`src/rtl/mwcm_pkg.sv`:
```
// Shared types and constants of the Microwire EEPROM command master.
`default_nettype none

package mwcm_pkg;

  // Field widths of the stream items and configuration registers
  localparam int FUNC_W    = 3;
  localparam int ADDR_W    = 7;
  localparam int WDATA_W   = 8;
  localparam int RDATA_W   = 8;
  localparam int STATUS_W  = 2;
  localparam int PHASE_W   = 16;
  localparam int TIMEOUT_W = 20;
  localparam int CFG_IDX_W = 1;

  // Command codes carried in the func field
  localparam logic [FUNC_W-1:0] FUNC_TICK  = 3'd0;
  localparam logic [FUNC_W-1:0] FUNC_READ  = 3'd1;
  localparam logic [FUNC_W-1:0] FUNC_WRITE = 3'd2;
  localparam logic [FUNC_W-1:0] FUNC_ERASE = 3'd3;
  localparam logic [FUNC_W-1:0] FUNC_EWEN  = 3'd4;
  localparam logic [FUNC_W-1:0] FUNC_EWDS  = 3'd5;

  // Microwire opcodes
  localparam logic [1:0] OPC_READ  = 2'b10;
  localparam logic [1:0] OPC_WRITE = 2'b01;
  localparam logic [1:0] OPC_ERASE = 2'b11;
  localparam logic [1:0] OPC_EXT   = 2'b00;

  // Completion status codes
  localparam logic [STATUS_W-1:0] ST_OK      = 2'd0;
  localparam logic [STATUS_W-1:0] ST_TIMEOUT = 2'd1;
  localparam logic [STATUS_W-1:0] ST_REFUSED = 2'd2;

  // Configuration register indexes
  localparam logic [CFG_IDX_W-1:0] CFG_PHASE_TICKS   = 1'd0;
  localparam logic [CFG_IDX_W-1:0] CFG_READY_TIMEOUT = 1'd1;

  typedef struct packed {
    logic [FUNC_W-1:0]  func;
    logic [ADDR_W-1:0]  address;
    logic [WDATA_W-1:0] write_data;
    logic               chip_sel;
    logic               rx_bit;
  } mwcm_in_t;

  typedef struct packed {
    logic [STATUS_W-1:0] status;
    logic [RDATA_W-1:0]  read_data;
    logic                done_res;
    logic                busy_res;
    logic [1:0]          cs_lines;
    logic                mosi;
    logic                sclk;
  } mwcm_res_t;

  typedef struct packed {
    logic [PHASE_W-1:0]   phase_ticks;
    logic [TIMEOUT_W-1:0] ready_timeout_ticks;
  } mwcm_cfg_t;

endpackage

`default_nettype wire

```
`src/rtl/mwcm_seq.sv`:
```
// Pin sequencer: command state, phase counters and the per-tick result.
`default_nettype none

module mwcm_seq import mwcm_pkg::*; #(
  parameter int ADDR_BITS = 7,
  parameter int DATA_BITS = 8
) (
  input  wire logic      clk_i,
  input  wire logic      rst_ni,
  input  wire logic      step_i,
  input  wire mwcm_in_t  in_i,
  input  wire mwcm_cfg_t cfg_i,
  output mwcm_res_t      res_o
);

  localparam int SW  = ADDR_BITS + 3 + DATA_BITS;
  localparam int BLW = $clog2(SW + 1);
  localparam int IW  = $clog2(SW);
  localparam int CW  = ADDR_BITS + 3;

  typedef enum logic [3:0] {
    PH_IDLE, PH_CS_SETUP, PH_BIT_SETUP, PH_BIT_HIGH, PH_BIT_LOW, PH_RD_HIGH,
    PH_RD_LOW, PH_GAP, PH_RESEL, PH_POLL, PH_FINAL, PH_FINAL_TO
  } phase_e;

  phase_e               phase_q, phase_d;
  logic [SW-1:0]        shift_out_q, shift_out_d;
  logic [BLW-1:0]       bits_left_q, bits_left_d, bl_dec;
  logic [DATA_BITS-1:0] shift_in_q, shift_in_d;
  logic [PHASE_W-1:0]   phase_cnt_q, phase_cnt_d, ph_lim, ph_inc;
  logic [TIMEOUT_W-1:0] ready_cnt_q, ready_cnt_d, rdy_lim, rdy_inc;
  logic                 sel_q, sel_d;
  logic [FUNC_W-1:0]    op_q, op_d;

  logic                 ph_over, is_cmd;
  logic [ADDR_BITS-1:0] addr_fld;
  logic [1:0]           opc;
  logic [CW-1:0]        cmd_word;

  // Next state and result of one tick
  always_comb begin
    phase_d     = phase_q;
    shift_out_d = shift_out_q;
    bits_left_d = bits_left_q;
    shift_in_d  = shift_in_q;
    phase_cnt_d = phase_cnt_q;
    ready_cnt_d = ready_cnt_q;
    sel_d       = sel_q;
    op_d        = op_q;
    res_o       = '0;

    // zero limits count as one
    ph_lim  = (cfg_i.phase_ticks == '0) ? PHASE_W'(1) : cfg_i.phase_ticks;
    ph_inc  = (phase_cnt_q < ph_lim) ? phase_cnt_q + PHASE_W'(1) : phase_cnt_q;
    ph_over = (ph_inc >= ph_lim);
    rdy_lim = (cfg_i.ready_timeout_ticks == '0) ? TIMEOUT_W'(1)
                                                : cfg_i.ready_timeout_ticks;
    rdy_inc = (ready_cnt_q < rdy_lim) ? ready_cnt_q + TIMEOUT_W'(1) : ready_cnt_q;
    bl_dec  = (bits_left_q != '0) ? bits_left_q - BLW'(1) : bits_left_q;

    is_cmd = (in_i.func >= FUNC_READ) && (in_i.func <= FUNC_EWDS);

    // command word: start bit, opcode, address field
    addr_fld = ADDR_BITS'(in_i.address);
    opc      = OPC_EXT;
    unique case (in_i.func)
      FUNC_READ:  opc = OPC_READ;
      FUNC_WRITE: opc = OPC_WRITE;
      FUNC_ERASE: opc = OPC_ERASE;
      FUNC_EWEN:  addr_fld = {2'b11, {(ADDR_BITS - 2){1'b0}}};
      default:    addr_fld = '0;
    endcase
    cmd_word = {1'b1, opc, addr_fld};

    if (phase_q == PH_IDLE) begin
      if (is_cmd) begin
        if (in_i.func == FUNC_WRITE) begin
          shift_out_d = {cmd_word, DATA_BITS'(in_i.write_data)};
          bits_left_d = BLW'(SW);
        end else begin
          shift_out_d = SW'(cmd_word);
          bits_left_d = BLW'(CW);
        end
        shift_in_d  = '0;
        ready_cnt_d = '0;
        sel_d       = in_i.chip_sel;
        op_d        = in_i.func;
        phase_d     = PH_CS_SETUP;
        phase_cnt_d = '0;
      end
    end else begin
      if (is_cmd) begin
        res_o.status = ST_REFUSED;
      end
      if (phase_q == PH_POLL) begin
        // one ready check per tick
        if (in_i.rx_bit) begin
          phase_d     = PH_FINAL;
          phase_cnt_d = '0;
        end else begin
          ready_cnt_d = rdy_inc;
          if (rdy_inc >= rdy_lim) begin
            phase_d     = PH_FINAL_TO;
            phase_cnt_d = '0;
          end
        end
      end else begin
        phase_cnt_d = ph_inc;
        if (ph_over) begin
          phase_cnt_d = '0;
          unique case (phase_q)
            PH_CS_SETUP:  phase_d = PH_BIT_SETUP;
            PH_BIT_SETUP: phase_d = PH_BIT_HIGH;
            PH_BIT_HIGH:  phase_d = PH_BIT_LOW;
            PH_BIT_LOW: begin
              bits_left_d = bl_dec;
              if (bl_dec != '0) begin
                phase_d = PH_BIT_SETUP;
              end else if (op_q == FUNC_READ) begin
                bits_left_d = BLW'(DATA_BITS);
                phase_d     = PH_RD_HIGH;
              end else if (op_q == FUNC_WRITE || op_q == FUNC_ERASE) begin
                phase_d = PH_GAP;
              end else begin
                phase_d = PH_FINAL;
              end
            end
            PH_RD_HIGH: phase_d = PH_RD_LOW;
            PH_RD_LOW: begin
              shift_in_d  = {shift_in_q[DATA_BITS-2:0], in_i.rx_bit};
              bits_left_d = bl_dec;
              phase_d     = (bl_dec != '0) ? PH_RD_HIGH : PH_FINAL;
            end
            PH_GAP: phase_d = PH_RESEL;
            PH_RESEL: begin
              ready_cnt_d = '0;
              phase_d     = PH_POLL;
            end
            PH_FINAL, PH_FINAL_TO: begin
              res_o.done_res = 1'b1;
              if (phase_q == PH_FINAL_TO) begin
                res_o.status = ST_TIMEOUT;
              end
              if (op_q == FUNC_READ) begin
                res_o.read_data = shift_in_q[RDATA_W-1:0];
              end
              phase_d = PH_IDLE;
            end
            default: phase_d = PH_IDLE;
          endcase
        end
      end
    end

    // pin levels after this tick
    res_o.sclk     = (phase_d == PH_BIT_HIGH) || (phase_d == PH_RD_HIGH);
    res_o.busy_res = (phase_d != PH_IDLE);
    unique case (phase_d) inside
      PH_BIT_SETUP, PH_BIT_HIGH, PH_BIT_LOW: begin
        if (bits_left_d != '0) begin
          res_o.mosi = shift_out_d[IW'(bits_left_d - BLW'(1))];
        end
      end
      default: res_o.mosi = 1'b0;
    endcase
    unique case (phase_d) inside
      PH_CS_SETUP, PH_BIT_SETUP, PH_BIT_HIGH, PH_BIT_LOW, PH_RD_HIGH, PH_RD_LOW,
      PH_RESEL, PH_POLL: res_o.cs_lines = sel_d ? 2'b10 : 2'b01;
      default: res_o.cs_lines = 2'b00;
    endcase
  end

  // Sequencer state, advanced once per transfer
  always_ff @(posedge clk_i or negedge rst_ni) begin
    if (!rst_ni) begin
      phase_q     <= PH_IDLE;
      shift_out_q <= '0;
      bits_left_q <= '0;
      shift_in_q  <= '0;
      phase_cnt_q <= '0;
      ready_cnt_q <= '0;
      sel_q       <= 1'b0;
      op_q        <= FUNC_TICK;
    end else if (step_i) begin
      phase_q     <= phase_d;
      shift_out_q <= shift_out_d;
      bits_left_q <= bits_left_d;
      shift_in_q  <= shift_in_d;
      phase_cnt_q <= phase_cnt_d;
      ready_cnt_q <= ready_cnt_d;
      sel_q       <= sel_d;
      op_q        <= op_d;
    end
  end

endmodule

`default_nettype wire

```
`src/rtl/mwcm_out_stage.sv`:
```
// Result register between the sequencer and the output stream.
`default_nettype none

module mwcm_out_stage import mwcm_pkg::*; (
  input  wire logic      clk_i,
  input  wire logic      rst_ni,
  input  wire logic      load_i,
  input  wire mwcm_res_t res_i,
  input  wire logic      out_ready_i,
  output logic           out_valid_o,
  output mwcm_res_t      res_o,
  output logic           in_ready_o
);

  logic      valid_q, valid_d;
  mwcm_res_t res_q;

  // take a new result whenever the held one is gone or leaves now
  assign in_ready_o = !valid_q || out_ready_i;

  always_comb begin
    valid_d = valid_q;
    if (load_i) begin
      valid_d = 1'b1;
    end else if (out_ready_i) begin
      valid_d = 1'b0;
    end
  end

  always_ff @(posedge clk_i or negedge rst_ni) begin
    if (!rst_ni) begin
      valid_q <= 1'b0;
    end else begin
      valid_q <= valid_d;
    end
  end

  // payload, no reset
  always_ff @(posedge clk_i) begin
    if (load_i) begin
      res_q <= res_i;
    end
  end

  assign out_valid_o = valid_q;
  assign res_o       = res_q;

endmodule

`default_nettype wire

```
`src/rtl/microwire_eeprom_command_master.sv`:
```
// Top level of the Microwire EEPROM command master.
`default_nettype none

// Microwire (93C46 style) EEPROM master stepped by tick items. Every input
// transfer is one tick: an idle block starts the command in func (read,
// write, erase, write enable, write disable) on the chosen chip select, and
// each later tick moves the pin sequence on by one step; commands sent while
// busy are ignored and answered with the refused status. Each input transfer
// gives exactly one result transfer holding the pin levels after that tick,
// plus done, read data and status on the tick a command ends. One item is
// taken every clock cycle; the result appears in the output register in the
// cycle after its transfer, and the rate is set only by back-pressure on the
// output stream. Pin phases last phase_ticks ticks; ready polling after a
// write or erase gives up after ready_timeout_ticks failed checks.
// User must write configuration only while no command runs; not enforced.

module microwire_eeprom_command_master import mwcm_pkg::*; #(
  parameter int ADDR_BITS = 7,
  parameter int DATA_BITS = 8
) (
  input  wire logic                 clk_i,
  input  wire logic                 rst_ni,
  // configuration write port
  input  wire logic                 cfg_we_i,
  input  wire logic [CFG_IDX_W-1:0] cfg_idx_i,
  input  wire logic [TIMEOUT_W-1:0] cfg_wdata_i,
  // tick/command stream
  input  wire logic                 s_axis_tvalid,
  output logic                      s_axis_tready,
  // address[6:0], write_data[14:7], chip_sel[15], rx_bit[16], zero[23:17]
  input  wire logic [23:0]          s_axis_tdata,
  // func[2:0]
  input  wire logic [FUNC_W-1:0]    s_axis_tuser,
  // result stream
  output logic                      m_axis_tvalid,
  input  wire logic                 m_axis_tready,
  // sclk[0], mosi[1], cs_lines[3:2], busy_res[4], done_res[5],
  // read_data[13:6], status[15:14]
  output logic [15:0]               m_axis_tdata
);

  mwcm_cfg_t cfg_q;
  mwcm_in_t  in_item;
  mwcm_res_t seq_res, out_res;
  logic      step;

  // Configuration registers
  always_ff @(posedge clk_i or negedge rst_ni) begin
    if (!rst_ni) begin
      cfg_q.phase_ticks         <= PHASE_W'(1);
      cfg_q.ready_timeout_ticks <= TIMEOUT_W'(10000);
    end else if (cfg_we_i) begin
      unique case (cfg_idx_i)
        CFG_PHASE_TICKS:   cfg_q.phase_ticks         <= cfg_wdata_i[PHASE_W-1:0];
        CFG_READY_TIMEOUT: cfg_q.ready_timeout_ticks <= cfg_wdata_i;
        default: ;
      endcase
    end
  end

  // Unpack the input item
  assign in_item.func       = s_axis_tuser;
  assign in_item.address    = s_axis_tdata[6:0];
  assign in_item.write_data = s_axis_tdata[14:7];
  assign in_item.chip_sel   = s_axis_tdata[15];
  assign in_item.rx_bit     = s_axis_tdata[16];

  assign step = s_axis_tvalid && s_axis_tready;

  mwcm_seq #(
    .ADDR_BITS (ADDR_BITS),
    .DATA_BITS (DATA_BITS)
  ) u_seq (
    .clk_i  (clk_i),
    .rst_ni (rst_ni),
    .step_i (step),
    .in_i   (in_item),
    .cfg_i  (cfg_q),
    .res_o  (seq_res)
  );

  mwcm_out_stage u_out (
    .clk_i       (clk_i),
    .rst_ni      (rst_ni),
    .load_i      (step),
    .res_i       (seq_res),
    .out_ready_i (m_axis_tready),
    .out_valid_o (m_axis_tvalid),
    .res_o       (out_res),
    .in_ready_o  (s_axis_tready)
  );

  assign m_axis_tdata = out_res;

endmodule

`default_nettype wire

```
`config.mk`:
```
export PLATFORM = sky130hd
export DESIGN_NAME = microwire_eeprom_command_master
export DESIGN_NICKNAME = d
export VERILOG_FILES = /design/src/rtl/mwcm_pkg.sv /design/src/rtl/mwcm_seq.sv /design/src/rtl/mwcm_out_stage.sv /design/src/rtl/microwire_eeprom_command_master.sv
export SDC_FILE = /design/constraint.sdc
export NUM_CORES = 1
export LEC_CHECK = 0
export BUFFER_PORTS_ARGS = -buffer_cell sky130_fd_sc_hd__clkbuf_2
export CORE_MARGIN = 5
export CORE_UTILIZATION = 55
export DETAILED_ROUTE_END_ITERATION = 10
export PLACE_DENSITY = 0.71
export SETUP_SLACK_MARGIN = 0.05
export SLEW_MARGIN = 20
export SYNTH_ARGS = -nofsm -noshare
export SYNTH_HDL_FRONTEND = slang
export SYNTH_HIERARCHICAL = 1
export SYNTH_SLANG_ARGS = --single-unit
export TNS_END_PERCENT = 20
```
`constraint.sdc`:
```
create_clock -name clk_i -period 7.2 [get_ports clk_i]
set_input_delay 0.72 -clock clk_i [delete_from_list [all_inputs] [get_ports clk_i]]
set_output_delay 0.72 -clock clk_i [all_outputs]
set_load 0.005 [all_outputs]
```
Word-level counts from Yosys, hierarchy flattened --
Cells that the tools add are included. Widths: inputs -> output; s select.
Storage, ports and cells: register bits after elaboration 128, bits of input ports 53, logic and storage cells 153, output and inout bits 18
Operators by class: $add $sub $neg 4, bitwise operators 4, mux-type cells 59, magnitude comparators 7, eq/ne operators 30, reductions and logical operators 31
Operator list (count):
- $mux 20 | 8
- $mux 16 | 8
- $mux 18 | 3
- $mux 8 | 6
- $mux 4 | 10
- $mux 5 | 8
- $mux 11 | 3
- $pmux 4 s8 | 1
- $eq 4x3->1 const B | 7
- $eq 4x4->1 const B | 6
- $add 20x1->20 const B | 1
- $ge 20x20->1 | 1
- $logic_not 20->1 | 1
- $lt 20x20->1 | 1
- $add 16x1->16 const B | 1
- $eq 4x2->1 const B | 4
- $ge 16x16->1 | 1
- $logic_not 16->1 | 1
- $lt 16x16->1 | 1
- $reduce_bool 5->1 | 3
- $pmux 7 s2 | 1
- $eq 3x2->1 const B | 4
- $pmux 5 s2 | 1
- $reduce_and 5->1 | 2
- other kinds (28) | 52

Depth between registers and ports, before layout --
Gate-level depths: netlist (run 1).
depth after elaboration 12, mapped depth 32, gate-level depth less buffers 31

By module --
Netlist (run 1), hierarchy kept.
Modules (own cells, without submodules):
- mwcm_seq | instances 1, cells each 856, area each 7034.2 µm², sequential area each 1876.8 µm²
- microwire_eeprom_command_master | instances 1, cells each 79, area each 1421.4 µm², sequential area each 908.4 µm²
- mwcm_out_stage | instances 1, cells each 19, area each 528.0 µm², sequential area each 505.5 µm²

Worst setup path before layout (run 1) --
Ideal clock, no wire load.
kind register -> register, start register u_seq.phase_cnt_q[9], end register u_out.res_q, in the netlist u_out/res_o[1], data pin, clock period less this slack 5.900 ns, cell stages (with the launch flop) 31, data arrival time 5.644 ns, path buffers 1, slack 1.300 ns, library setup time 0.256 ns, required time 6.944 ns, cells stage by stage dfrtp_1 ha_1 a21o_1 a21o_1 a21o_1 a21o_1 a21oi_1 nor2_1 nor3_1 and2_1 buf_2 xor2_1 ha_1 and3_1 o21ai_0 a311oi_1 o31a_1 o32ai_2 nor2_2 a21oi_1 inv_1 ha_1 o221ai_1 nor2_1 a31oi_1 o221ai_1 o2bb2ai_1 o2111ai_1 a31oi_1 nand3b_1 o211a_1
On the way: word-level cells in the longest chain between the ends 9, elaborated cells between the ends (all ways) 19, those cells by class add/sub: 2; order compare: 2; eq/ne: 3; mux: 9; reduce/logical: 3
Ends and longest elaborated chain:
- start: declaration | RTL line mwcm_seq.sv:30 | logic [PHASE_W-1:0] phase_cnt_q, phase_cnt_d, ph_lim, ph_inc;
- start signal: assignment | RTL line mwcm_seq.sv:189 | phase_cnt_q <= phase_cnt_d;
- $add 16x1->16 or $lt 16x16->1 (tied branches) | RTL line mwcm_seq.sv:54 | ph_inc = (phase_cnt_q < ph_lim) ? phase_cnt_q + PHASE_W'(1) : phase_cnt_q;
- $mux 16 (*) | RTL line mwcm_seq.sv:54
- $ge 16x16->1 (*) | RTL line mwcm_seq.sv:55 | ph_over = (ph_inc >= ph_lim);
- $mux 5 or $mux 4 (tied branches) | RTL line mwcm_seq.sv:109 | if (ph_over) begin
- $mux 5 or $mux 4 (tied branches) | RTL line mwcm_seq.sv:95 | if (phase_q == PH_POLL) begin
- $mux 5 or $mux 4 (tied branches) | RTL line mwcm_seq.sv:75 | if (phase_q == PH_IDLE) begin
- $sub 5x1->5, or another cell as far along | RTL line mwcm_seq.sv:161 | res_o.mosi = shift_out_d[IW'(bits_left_d - BLW'(1))];
- $bmux 1 s5 or $reduce_or 3->1 (tied branches) | RTL line mwcm_seq.sv:161, mwcm_seq.sv:158
- $mux 1 (not written as such) or $reduce_and 2->1 (tied branches)
- end signal: assignment | RTL line mwcm_out_stage.sv:41 | res_q <= res_i;
- end: declaration | RTL line mwcm_out_stage.sv:16 | mwcm_res_t res_q;
Every way passes the cells marked *; elsewhere a longest branch is shown, timed or not. The select of a mux whose other input is x is not followed. A chain may end at the register's enable or synchronous reset.

Worst setup path after layout (run 1) --
Ends and elaborated chain as after synthesis.

==> flow_summary.json, run 1 <==
{
  "synth_ff_type": "dfrtp_1",
  "cts_tree": "done",
  "pin_count": 71,
  "worst_slew_pin_slew_ns": 1.13,
  "p_per_area_nw_per_um2": 295,
  "synth_edf_count": 16,
  "fill_cells": 1362,
  "cts_buffers": 17,
  "crit_fanout": 9,
  "critPathKind": "register to register",
  "p_comb_frac": 0.356,
  "p_switching_uw": 1090,
  "intPower_uw": 1880,
  "worst_setup_path_start_kind": "register",
  "synth_cell_types": 82,
  "yosysSeqAreaShare": 0.366,
  "slowest_stage": "a311oi_1",
  "grt_pass1_vias": 7186,
  "wl_um": 21400,
  "postSynth.asyncResetShare": 0.875,
  "min_period_ns": 6.70,
  "rows": 46,
  "tns_ns": 0,
  "clk_latency_ns": 0.42,
  "pwr-share-clk": 0.291,
  "fmax_ghz": 0.149,
  "clk_pin_slew_ns": 0.06,
  "cts_root_buffer": "clkbuf_16",
  "arrival_ns": 6.87,
  "routedWlPerCell_um": 17.4,
  "ir_drop_uv": 152,
  "antenna_left": 0,
  "multi_input_area_um2": 5240,
  "cpPeakStageDelay_ns": 0.47,
  "globalRouteOverflowTotal": 0,
  "ys_warn_count": 6,
  "r2r-end": "u_out/res_o[1]",
  "syn_nets": 1081,
  "seqPwrFrac": 0.353,
  "cts.path.max_buffers": 2,
  "fin_skew_ns": 0.00799,
  "end_kind": "register",
  "r2r_cells": 29,
  "antenna_cells": 0,
  "hpwl_um": 15300,
  "first_pass_iters": 5,
  "routed-via-count": 7496,
  "drv_cap": 0,
  "syn_area_um2": 8980,
  "fin_crit_sh": 0.930,
  "htreeDepth": 4,
  "finalSetupViolCount": 0,
  "r2r-start": "u_seq/phase_cnt_q[9]",
  "p_leak_uw": 0.00464,
  "cpMostUsedCell": "a21o_1",
  "die_y_um": 138,
  "die_x_um": 138,
  "outcome": "finished, final reports clean",
  "relSlewSlack": 0.244,
  "hold_viol": 0,
  "ys_ff_latch": 128,
  "layout-drive-gt1-share": 0.182,
  "track_usage": 0.237,
  "place.gp.congestion": 0.880,
  "area_delta_synth_final_pct": 11.7,
  "place_ws_ns": 0.739,
  "grt_antenna_before_repair": 0,
  "setup_slack_ns": 0.504,
  "die_area_um2": 19000,
  "cts_sinks": 128,
  "ctsHoldBuffers": 0,
  "cts.repair.resized": 0,
  "start_util": 0.563,
  "drt-vias-per-instance": 6.08,
  "switching_share": 0.367,
  "drt-initial-drc-count": 653,
  "syn_avg_cell_area_um2": 9.42,
  "grt_pass1_wl_um": 35800,
  "regArea_um2": 3290,
  "hold_class": "input port to async pin",
  "synth_cells": 954,
  "required_ns": 7.37,
  "regToRegSetupSlack_ns": 0.50,
  "drcViolationCount": 0,
  "core_um2": 15900,
  "postCtsSetupBuffers": 0,
  "nets": 1131,
  "grt_max_degree": 73,
  "port_buffers": 63,
  "rsz0062_at_grt": "no",
  "slew_viol_final": 0
}
-- cell type report --
| cell class | count | area share |
|---|---|---|
| clock buffer | 20 | 0.0445 |
| timing repair buffer | 77 | 0.0421 |
| tap | 216 | 0.0269 |
| sequential | 128 | 0.328 |
| inverter | 59 | 0.0221 |
| multi-input combinational | 721 | 0.522 |
| clock inverter | 12 | 0.0141 |
-- cells in the final DEF, fill, tap and decap left out, types with 11 or more instances in the layout --
cell type / instances
xnor2_1: 35
a22o_1: 11
inv_1: 59
o31ai_1: 25
nand2_1: 85
nor3_1: 13
buf_4: 15
clkbuf_16: 17
a21o_1: 24
clkbuf_2: 62
nor2_1: 45
mux2_2: 32
dfrtp_1: 106
nand4_1: 18
ha_1: 74
a21oi_1: 49
a31oi_1: 21
and3_1: 20
o21ai_0: 60
edfxtp_1: 16
nand3_1: 26
nor2b_1: 11
-- cells by family after synthesis --
| kind of cell | synth area share |
|---|---|
| xor+xnor | 0.0370 |
| simple gates | 0.167 |
| mux | 0.0681 |
| flops | 0.366 |
| compound gates | 0.208 |
| fa+ha+maj | 0.103 |
| buf+inv | 0.0501 |
-- state kept, by name, summed over array words and instances, names as in the netlist --
name and flops:
u_seq/bits_left_q 5, u_out/res_o 16, u_out/out_valid_o 1, u_seq/sel_q 1, cfg_q 36, u_seq/op_q 3
u_seq/phase_q 4, u_seq/shift_in_q 8, u_seq/ready_cnt_q 20, u_seq/shift_out_q 18, u_seq/phase_cnt_q 16
-- power by group through the flow --
stage,sequential [uW],combinational [uW],clock [uW]
after CTS,1040,1050,877
after global placement,1050,1010,0
after global routing,1070,1180,912
final,1040,1050,863
after floorplan,981,836,0
after detailed placement,1050,1030,0
-- worst max-delay path, delay by kind of cell, from the launching register on --
kind / cells / cell delay [ns]
adders and majority gates: 3 / 0.97
xor gates and xnor gates: 1 / 0.18
and+or+nand+nor: 8 / 1.19
DFF: 1 / 0.43
AOI/OAI and AO/OA: 16 / 3.51
buffers and inverters: 1 / 0.17
-- Yosys cell counts (4+ instances only) --
cell	count	area, um2
a32o_1	7	70.1
or2_2	5	31.3
mux2i_1	9	90.1
xnor2_1	35	307
nand2_1	85	319
nor4_1	9	56.3
nor2_1	45	169
o31ai_1	25	188
o21ai_1	6	30.0
edfxtp_1	16	480
o211ai_1	10	75.1
nor3_1	13	65.1
o21a_1	4	30.0
nor4_2	4	50.1
nand4_1	18	113
a211oi_1	6	45.0
and2_1	11	68.8
a21oi_1	49	245
buf_2	5	25.0
buf_4	5	37.5
nand2_2	4	25.0
dfrtp_1	106	2650
a21o_1	24	180
nand3_1	26	130
o21ai_0	60	300
mux2_4	10	150
nor2b_1	11	68.8
and3_1	20	125
ha_1	74	926
a31oi_1	21	131
o221ai_1	5	43.8
a22oi_1	7	52.6
inv_1	59	221
mux2_2	32	360
a221oi_1	5	43.8
dfstp_2	6	158
clkbuf_1	31	116
nand2b_1	6	37.5
a22o_1	11	96.3
-- worst max path at each step --
| stage | start | endpoint | slack, ns | cells past startpoint |
|---|---|---|---|---|
| 2_1_floorplan | u_seq/phase_cnt_q[9] | u_out/res_o[1] | 1.30 | 30 |
| 3_3_place_gp | u_seq/phase_cnt_q[9] | u_out/res_o[1] | 0.90 | 30 |
| 3_5_place_dp | u_seq/phase_cnt_q[9] | u_out/res_o[1] | 0.74 | 30 |
| 4_1_cts | u_seq/phase_cnt_q[9] | u_out/res_o[1] | 0.62 | 29 |
| 5_1_grt | u_seq/phase_cnt_q[9] | u_out/res_o[1] | 0.09 | 29 |
| 6_report | u_seq/phase_cnt_q[9] | u_out/res_o[1] | 0.50 | 29 |
-- stage by stage --
stage          instance area (um2)  utilization  hold slack, ns  std cells  total power, uW
6_report                     10000        0.630           0.278       1233             2960
5_1_grt                      10000        0.630           0.323       1233             3160
4_1_cts                      10000        0.630           0.289       1233             2960
3_5_place_dp                  9450        0.593           0.472       1201             2090
3_3_place_gp                  9450        0.593           0.459       1201             2060
2_1_floorplan                 8980            -           0.424        954             1820
-- routing by layer --
metal,wire length [um],GRT usage,part of all wire
met1,10100,0.335,0.47
met5,0,0,0
met2,9880,0.365,0.46
met3,1040,0.0460,0.049
met4,389,0.0790,0.018
No activity file was read; power rests on OpenSTA's default activity.
==> inputs of run 2 (changes only) <==
--- a/config.mk
+++ b/config.mk
@@ -14,6 +14,5 @@
 export SLEW_MARGIN = 20
 export SYNTH_ARGS = -nofsm -noshare
 export SYNTH_HDL_FRONTEND = slang
-export SYNTH_HIERARCHICAL = 1
 export SYNTH_SLANG_ARGS = --single-unit
 export TNS_END_PERCENT = 20
==> run 2 against run 1 <==
Compared with the run above:
- cell count grew 1.3%
- highest routed layer unchanged
- register-to-register slack better by 0.03 ns
- synthesized area is 0.81% lower
- flip-flop and latch count did not move
- utilization about the same
- setup slack improved by 0.034 ns
- non-clock buffer count decreased by 2
- sequential power about the same
- first-iteration DRC count up 0.61%
- critical endpoint is now u_out.res_o[1]
- die area down 0.75%
==> flow_summary.json, run 2 <==
{
  "cts_root_buffer": "clkbuf_16",
  "area_delta_synth_final_pct": 12.3,
  "min_period_ns": 6.66,
  "relSlewSlack": 0.383,
  "die_area_um2": 18800,
  "largest_register": "cfg_q",
  "synth_edf_count": 16,
  "outcome": "finished, final reports clean",
  "synth_cells": 972,
  "drv_cap": 0,
  "intPower_uw": 1840,
  "rsz0062_at_grt": "no",
  "fin_skew_ns": 0.00707,
  "crit_chain": "nor4_1, a41o_1, a21boi_1, o21a_1, o21ai_1, a21oi_1, o31a_1, nor4_1, xnor2_1, ha_1, and4_1, a221oi_1, a31oi_1, nand2_1, nor2_1, a211oi_1, ha_1, inv_1, a2111o_1, o211ai_2, mux2i_1, mux2i_1, a221o_1, a221oi_2",
  "dpl-instance-area_um2": 9420,
  "clk_latency_ns": 0.42,
  "cts_tree": "done",
  "routed-via-count": 7515,
  "wl_um": 21200,
  "antenna_left": 0,
  "ys_top_cells_by_area": "dfrtp_1 30%, ha_1 10%, edfxtp_1 5.4%",
  "ctsHoldBuffers": 0,
  "pwr-share-clk": 0.285,
  "postSynth.asyncResetShare": 0.875,
  "cpPeakStageDelay_ns": 0.52,
  "crit_family": "compound AO/OA/AOI/OAI gates",
  "htreeDepth": 4,
  "fill_cells": 1377,
  "slowest_stage": "nor4_1",
  "synth_cell_types": 77,
  "reg.largest.list": "cfg_q x36, u_seq.ready_cnt_q x20, u_seq.shift_out_q x18",
  "finalSetupViolCount": 0,
  "crit_fanout": 7,
  "grt_antenna_before_repair": 0,
  "wl_met3_um": 897,
  "r2r_cells": 24,
  "routed.top_layer": "met4",
  "crit_buf_inv": 1,
  "p_leak_uw": 0.00466,
  "core_um2": 15900,
  "rows": 46,
  "largest_reg_flops": 36,
  "switching_share": 0.379,
  "port_buffers": 63,
  "grt_max_degree": 79,
  "p_per_area_nw_per_um2": 296,
  "layout-drive-gt1-share": 0.161,
  "r2r-end": "u_out.res_o[1]",
  "synth_top_area_frac": 0.298,
  "synth_ff_type": "dfrtp_1",
  "critPathKind": "register to register",
  "design_area_um2": 10000,
  "wl_met2_um": 9940,
  "ys_warn_count": 0,
  "fmax_ghz": 0.150,
  "wl_met1_um": 10200,
  "ir_drop_uv": 215,
  "p_comb_frac": 0.373,
  "drt-initial-drc-count": 657,
  "die_x_um": 137,
  "drcViolationCount": 0,
  "cts_sinks": 128,
  "yosysSeqAreaShare": 0.369,
  "arrival_ns": 6.91,
  "final_common_cell": "dfrtp_1",
  "hold_viol": 0,
  "pin_count": 71,
  "ys_ff_latch": 128,
  "drt-vias-per-instance": 6.02,
  "hpwl_um": 15300,
  "syn_area_um2": 8910,
  "fin_crit_sh": 0.925,
  "tns_ns": 0,
  "cts.repair.resized": 0,
  "clk_pin_slew_ns": 0.06,
  "die_y_um": 137,
  "track_usage": 0.235,
  "seqPwrFrac": 0.342,
  "cts.path.max_buffers": 2,
  "antenna_cells": 0,
  "synth_common_cells": "106 x dfrtp_1, 103 x nand2_1, 74 x ha_1, 62 x o21ai_0, 58 x inv_1",
  "first_pass_iters": 5,
  "syn_avg_cell_area_um2": 9.17,
  "routedWlPerCell_um": 17.0,
  "required_ns": 7.45,
  "nets": 1147,
  "grt_pass1_wl_um": 35500,
  "postCtsSetupBuffers": 0,
  "start_util": 0.561,
  "globalRouteOverflowTotal": 0,
  "final_cell_mix": "106 x dfrtp_1, 103 x nand2_1, 74 x ha_1",
  "place.gp.congestion": 0.903,
  "synth_area_leader_cell": "dfrtp_1",
  "hold_class": "input port to async pin",
  "worst_slew_pin_slew_ns": 0.917,
  "syn_nets": 1099,
  "p_switching_uw": 1120,
  "worst_setup_path_start_kind": "register",
  "power_uw": 2960,
  "crit_end": "u_out.res_o[1]",
  "cp.depth": 24,
  "cts_buffers": 17,
  "r2r-start": "cfg_q[29]",
  "end_kind": "register",
  "regToRegSetupSlack_ns": 0.54,
  "slew_viol_final": 0,
  "grt_pass1_vias": 7108,
  "crit_start": "cfg_q[29]",
  "yosysMostFrequentCell": "dfrtp_1"
}
run 2: worst min-delay path by stage:
stage                                from               endpoint  cells past startpoint
global placement    u_seq.shift_out_q[17]  u_seq.shift_out_q[17]                      2
CTS                                rst_ni              cfg_q[12]                      1
global route                       rst_ni              cfg_q[12]                      1
detailed placement  u_seq.shift_out_q[17]  u_seq.shift_out_q[17]                      2
floorplan                          rst_ni               cfg_q[0]                      0
finish                             rst_ni              cfg_q[12]                      1
run 2: through the flow:
| step | worst slack, ns | hold slack [ns] | util | cells |
|---|---|---|---|---|
| floorplan | 1.37 | 0.424 | - | 972 |
| global placement | 0.603 | 0.462 | 0.593 | 1217 |
| detailed placement | 0.502 | 0.462 | 0.593 | 1217 |
| global route | 0.131 | 0.270 | 0.630 | 1249 |
| finish | 0.538 | 0.235 | 0.630 | 1249 |
| CTS | 0.433 | 0.248 | 0.629 | 1249 |
run 2: final cells by class:
cell class / count / area [um2] / share of cell area
Multi-Input combinational cell: 740 / 5240 / 0.524
Inverter: 58 / 218 / 0.0218
Timing Repair Buffer: 75 / 412 / 0.0412
Tap cell: 216 / 270 / 0.0270
Clock buffer: 20 / 437 / 0.0437
Clock inverter: 12 / 139 / 0.0139
Sequential cell: 128 / 3290 / 0.329
run 2: kinds of logic after synthesis:
kind of cell	after synthesis	share of synthesized area
flip-flops	128	0.369
buffers and inverters	104	0.0465
adder cells (fa/ha/maj)	74	0.104
XOR/XNOR	35	0.0344
multiplexers	43	0.0528
AND/OR/NAND/NOR	290	0.164
AO/OA/AOI/OAI	298	0.229
run 2: power by group through the flow:
stage | clock, uW | combinational [uW] | sequential [uW]
5_1_grt | 893 | 1240 | 1030
2_1_floorplan | 0 | 865 | 958
3_3_place_gp | 0 | 1060 | 1020
4_1_cts | 859 | 1100 | 1010
3_5_place_dp | 0 | 1080 | 1020
6_report | 844 | 1100 | 1010
run 2: layer usage:
metal  up-vias  GRT usage
met5         -          0
met4         0     0.0516
met3        13     0.0482
met2       162      0.377
met1      3634      0.331
li1       3706          -
==> inputs of run 3 (changes only) <==
--- a/config.mk
+++ b/config.mk
@@ -5,7 +5,9 @@
 export SDC_FILE = /design/constraint.sdc
 export NUM_CORES = 1
 export LEC_CHECK = 0
+export ABC_AREA = 1
 export BUFFER_PORTS_ARGS = -buffer_cell sky130_fd_sc_hd__clkbuf_2
+export CORE_ASPECT_RATIO = 0.5
 export CORE_MARGIN = 5
 export CORE_UTILIZATION = 55
 export DETAILED_ROUTE_END_ITERATION = 10
==> run 3 against run 2 <==
Compared with the run above:
- critical path depth down 4
- via count up 15%
- utilization down 0.079 points
- clock-buffer cell count down 1
- total power up 46%
- synthesized cell count up 33%
- critical path type unchanged
- highest routed layer unchanged
==> flow_summary.json, run 3 <==
{
  "routed-via-count": 8630,
  "synth_edf_count": 16,
  "rows": 33,
  "p_per_area_nw_per_um2": 415,
  "synth_common_cells": "373 x nand2_1, 155 x inv_1, 106 x dfrtp_1, 92 x nand3_1",
  "grt_pass1_vias": 8329,
  "core_um2": 16500,
  "routedWlPerCell_um": 14.6,
  "place.gp.congestion": 0.932,
  "regArea_um2": 3290,
  "fmax_ghz": 0.178,
  "regToRegSetupSlack_ns": 1.59,
  "cts_tree": "done",
  "ir_drop_uv": 219,
  "track_usage": 0.240,
  "design_area_um2": 10400,
  "rsz0062_at_grt": "no",
  "fill_cells": 1530,
  "ys_top_cells_by_area": "dfrtp_1 28%, nand2_1 15%, ha_1 9.9%",
  "reg.largest.list": "cfg_q x36, u_seq.ready_cnt_q x20, u_seq.shift_out_q x18",
  "antenna_left": 0,
  "grt_antenna_before_repair": 0,
  "nets": 1476,
  "die_x_um": 194,
  "hold_viol": 0,
  "worst_setup_path_start_kind": "register",
  "cts.path.max_buffers": 2,
  "syn_area_um2": 9320,
  "syn_avg_cell_area_um2": 7.21,
  "yosysMostFrequentCell": "nand2_1",
  "largest_register": "cfg_q",
  "antenna_cells": 0,
  "fin_crit_sh": 0.779,
  "met2_usage": 0.402,
  "fin_skew_ns": 0.00994,
  "drv_cap": 0,
  "first_pass_iters": 6,
  "ctsHoldBuffers": 0,
  "r2r-end": "u_seq.phase_cnt_q[0]",
  "drt-vias-per-instance": 5.43,
  "synth_cell_types": 52,
  "cts_buffers": 17,
  "postSynth.asyncResetShare": 0.875,
  "arrival_ns": 5.92,
  "busiest_layer": "met2",
  "drt-initial-drc-count": 623,
  "final_common_cell": "nand2_1",
  "worst_hold_slack_ns": 0.365,
  "relSlewSlack": 0.285,
  "cts.repair.resized": 0,
  "critPathKind": "register to register",
  "grt_pass1_wl_um": 39300,
  "die_y_um": 102,
  "drcViolationCount": 0,
  "hpwl_um": 17400,
  "largest_reg_flops": 36,
  "met3_usage": 0.0458,
  "hold_class": "input port to async pin",
  "syn_nets": 1420,
  "tns_ns": 0,
  "worst_slew_pin_slew_ns": 1.07,
  "cts_root_buffer": "clkbuf_16",
  "final_cell_mix": "372 x nand2_1, 155 x inv_1, 106 x dfrtp_1",
  "dpl-instance-area_um2": 9830,
  "yosysSeqAreaShare": 0.353,
  "r2r_cells": 20,
  "p_leak_uw": 0.00543,
  "use_met1": 0.329,
  "synth_area_leader_cell": "dfrtp_1",
  "crit_start": "cfg_q[13]",
  "finalSetupViolCount": 0,
  "synth_ff_type": "dfrtp_1",
  "cts_sinks": 128,
  "htreeDepth": 4,
  "clk_pin_slew_ns": 0.06,
  "crit_fanout": 21,
  "end_kind": "register",
  "power_uw": 4320,
  "multi_input_area_um2": 5110,
  "start_util": 0.564,
  "min_period_ns": 5.61,
  "slew_viol_final": 0,
  "globalRouteOverflowTotal": 0,
  "required_ns": 7.51,
  "layout-drive-gt1-share": 0.140,
  "outcome": "finished, final reports clean",
  "synth_top_area_frac": 0.285,
  "ys_ff_latch": 128,
  "fin_util": 0.629,
  "die_area_um2": 19800,
  "wl_um": 23200,
  "pin_count": 71,
  "area_delta_synth_final_pct": 11.4,
  "postCtsSetupBuffers": 0,
  "clk_latency_ns": 0.42,
  "ys_warn_count": 0,
  "grt_max_degree": 59,
  "r2r-start": "cfg_q[13]",
  "synth_cells": 1293,
  "crit_end": "u_seq.phase_cnt_q[0]",
  "port_buffers": 63
}
run 3: worst min-delay path by stage:
stage,from,endpoint,slack (ns),depth (start not counted)
finish,rst_ni,u_seq.ready_cnt_q[10],0.37,1
global route,rst_ni,u_seq.ready_cnt_q[9],0.41,1
CTS,rst_ni,u_seq.ready_cnt_q[10],0.39,1
detailed placement,u_seq.sel_q,u_seq.sel_q,0.47,2
global placement,u_seq.sel_q,u_seq.sel_q,0.46,2
floorplan,rst_ni,cfg_q[0],0.42,0
run 3: final cells by class:
cell class	count	area share
clock inverter	13	0.0100
timing repair buffer	69	0.0349
sequential	128	0.317
tap	227	0.0273
inverter	207	0.0748
multi-input combinational	926	0.492
clock buffer	19	0.0437
run 3: power breakdown:
part | total (uW) | internal, uW | switching (uW)
clock network | 809 | 466 | 343
logic | 2420 | 830 | 1590
registers | 1090 | 932 | 153
run 3: cell families (layout without fill, tap and decap cells):
kind of cell,after synthesis,in the layout,synth area share
compound gates,185,185,0.115
xor+xnor,33,33,0.0318
fa+ha+maj,74,74,0.0993
buf+inv,239,308,0.0986
flops,128,128,0.353
simple gates,634,634,0.302
run 3: through the flow:
| step | setup WS (ns) | std cells |
|---|---|---|
| after floorplan | 2.85 | 1293 |
| after global placement | 1.82 | 1557 |
| after detailed placement | 1.69 | 1557 |
| after CTS | 1.66 | 1589 |
| after global routing | 1.16 | 1589 |
| final | 1.59 | 1589 |
run 3: critical path, cell delays in order, from the launching register on:
cell	delay, ns
dfstp_2	0.54
inv_1	0.07
ha_1	0.30
nand2_1	0.05
nor3_1	0.32
nand3_1	0.68
nand2_1	0.82
nand2_1	0.11
nand2_1	0.11
inv_2	0.05
ha_1	0.31
nand4_1	0.15
inv_1	0.08
nand2_1	0.07
o211ai_1	0.10
nand2_1	0.08
nand4_1	0.29
o21ai_2	0.77
nor2_2	0.33
nand3_1	0.17
nand2_1	0.05
run 3: metal layers:
| layer | share of wire | up-vias | wire, um |
|---|---|---|---|
| met5 | 0 | - | 0 |
| met3 | 0.055 | 25 | 1270 |
| met2 | 0.45 | 239 | 10500 |
| met4 | 0.011 | 0 | 256 |
| li1 | - | 4344 | - |
| met1 | 0.48 | 4022 | 11100 |
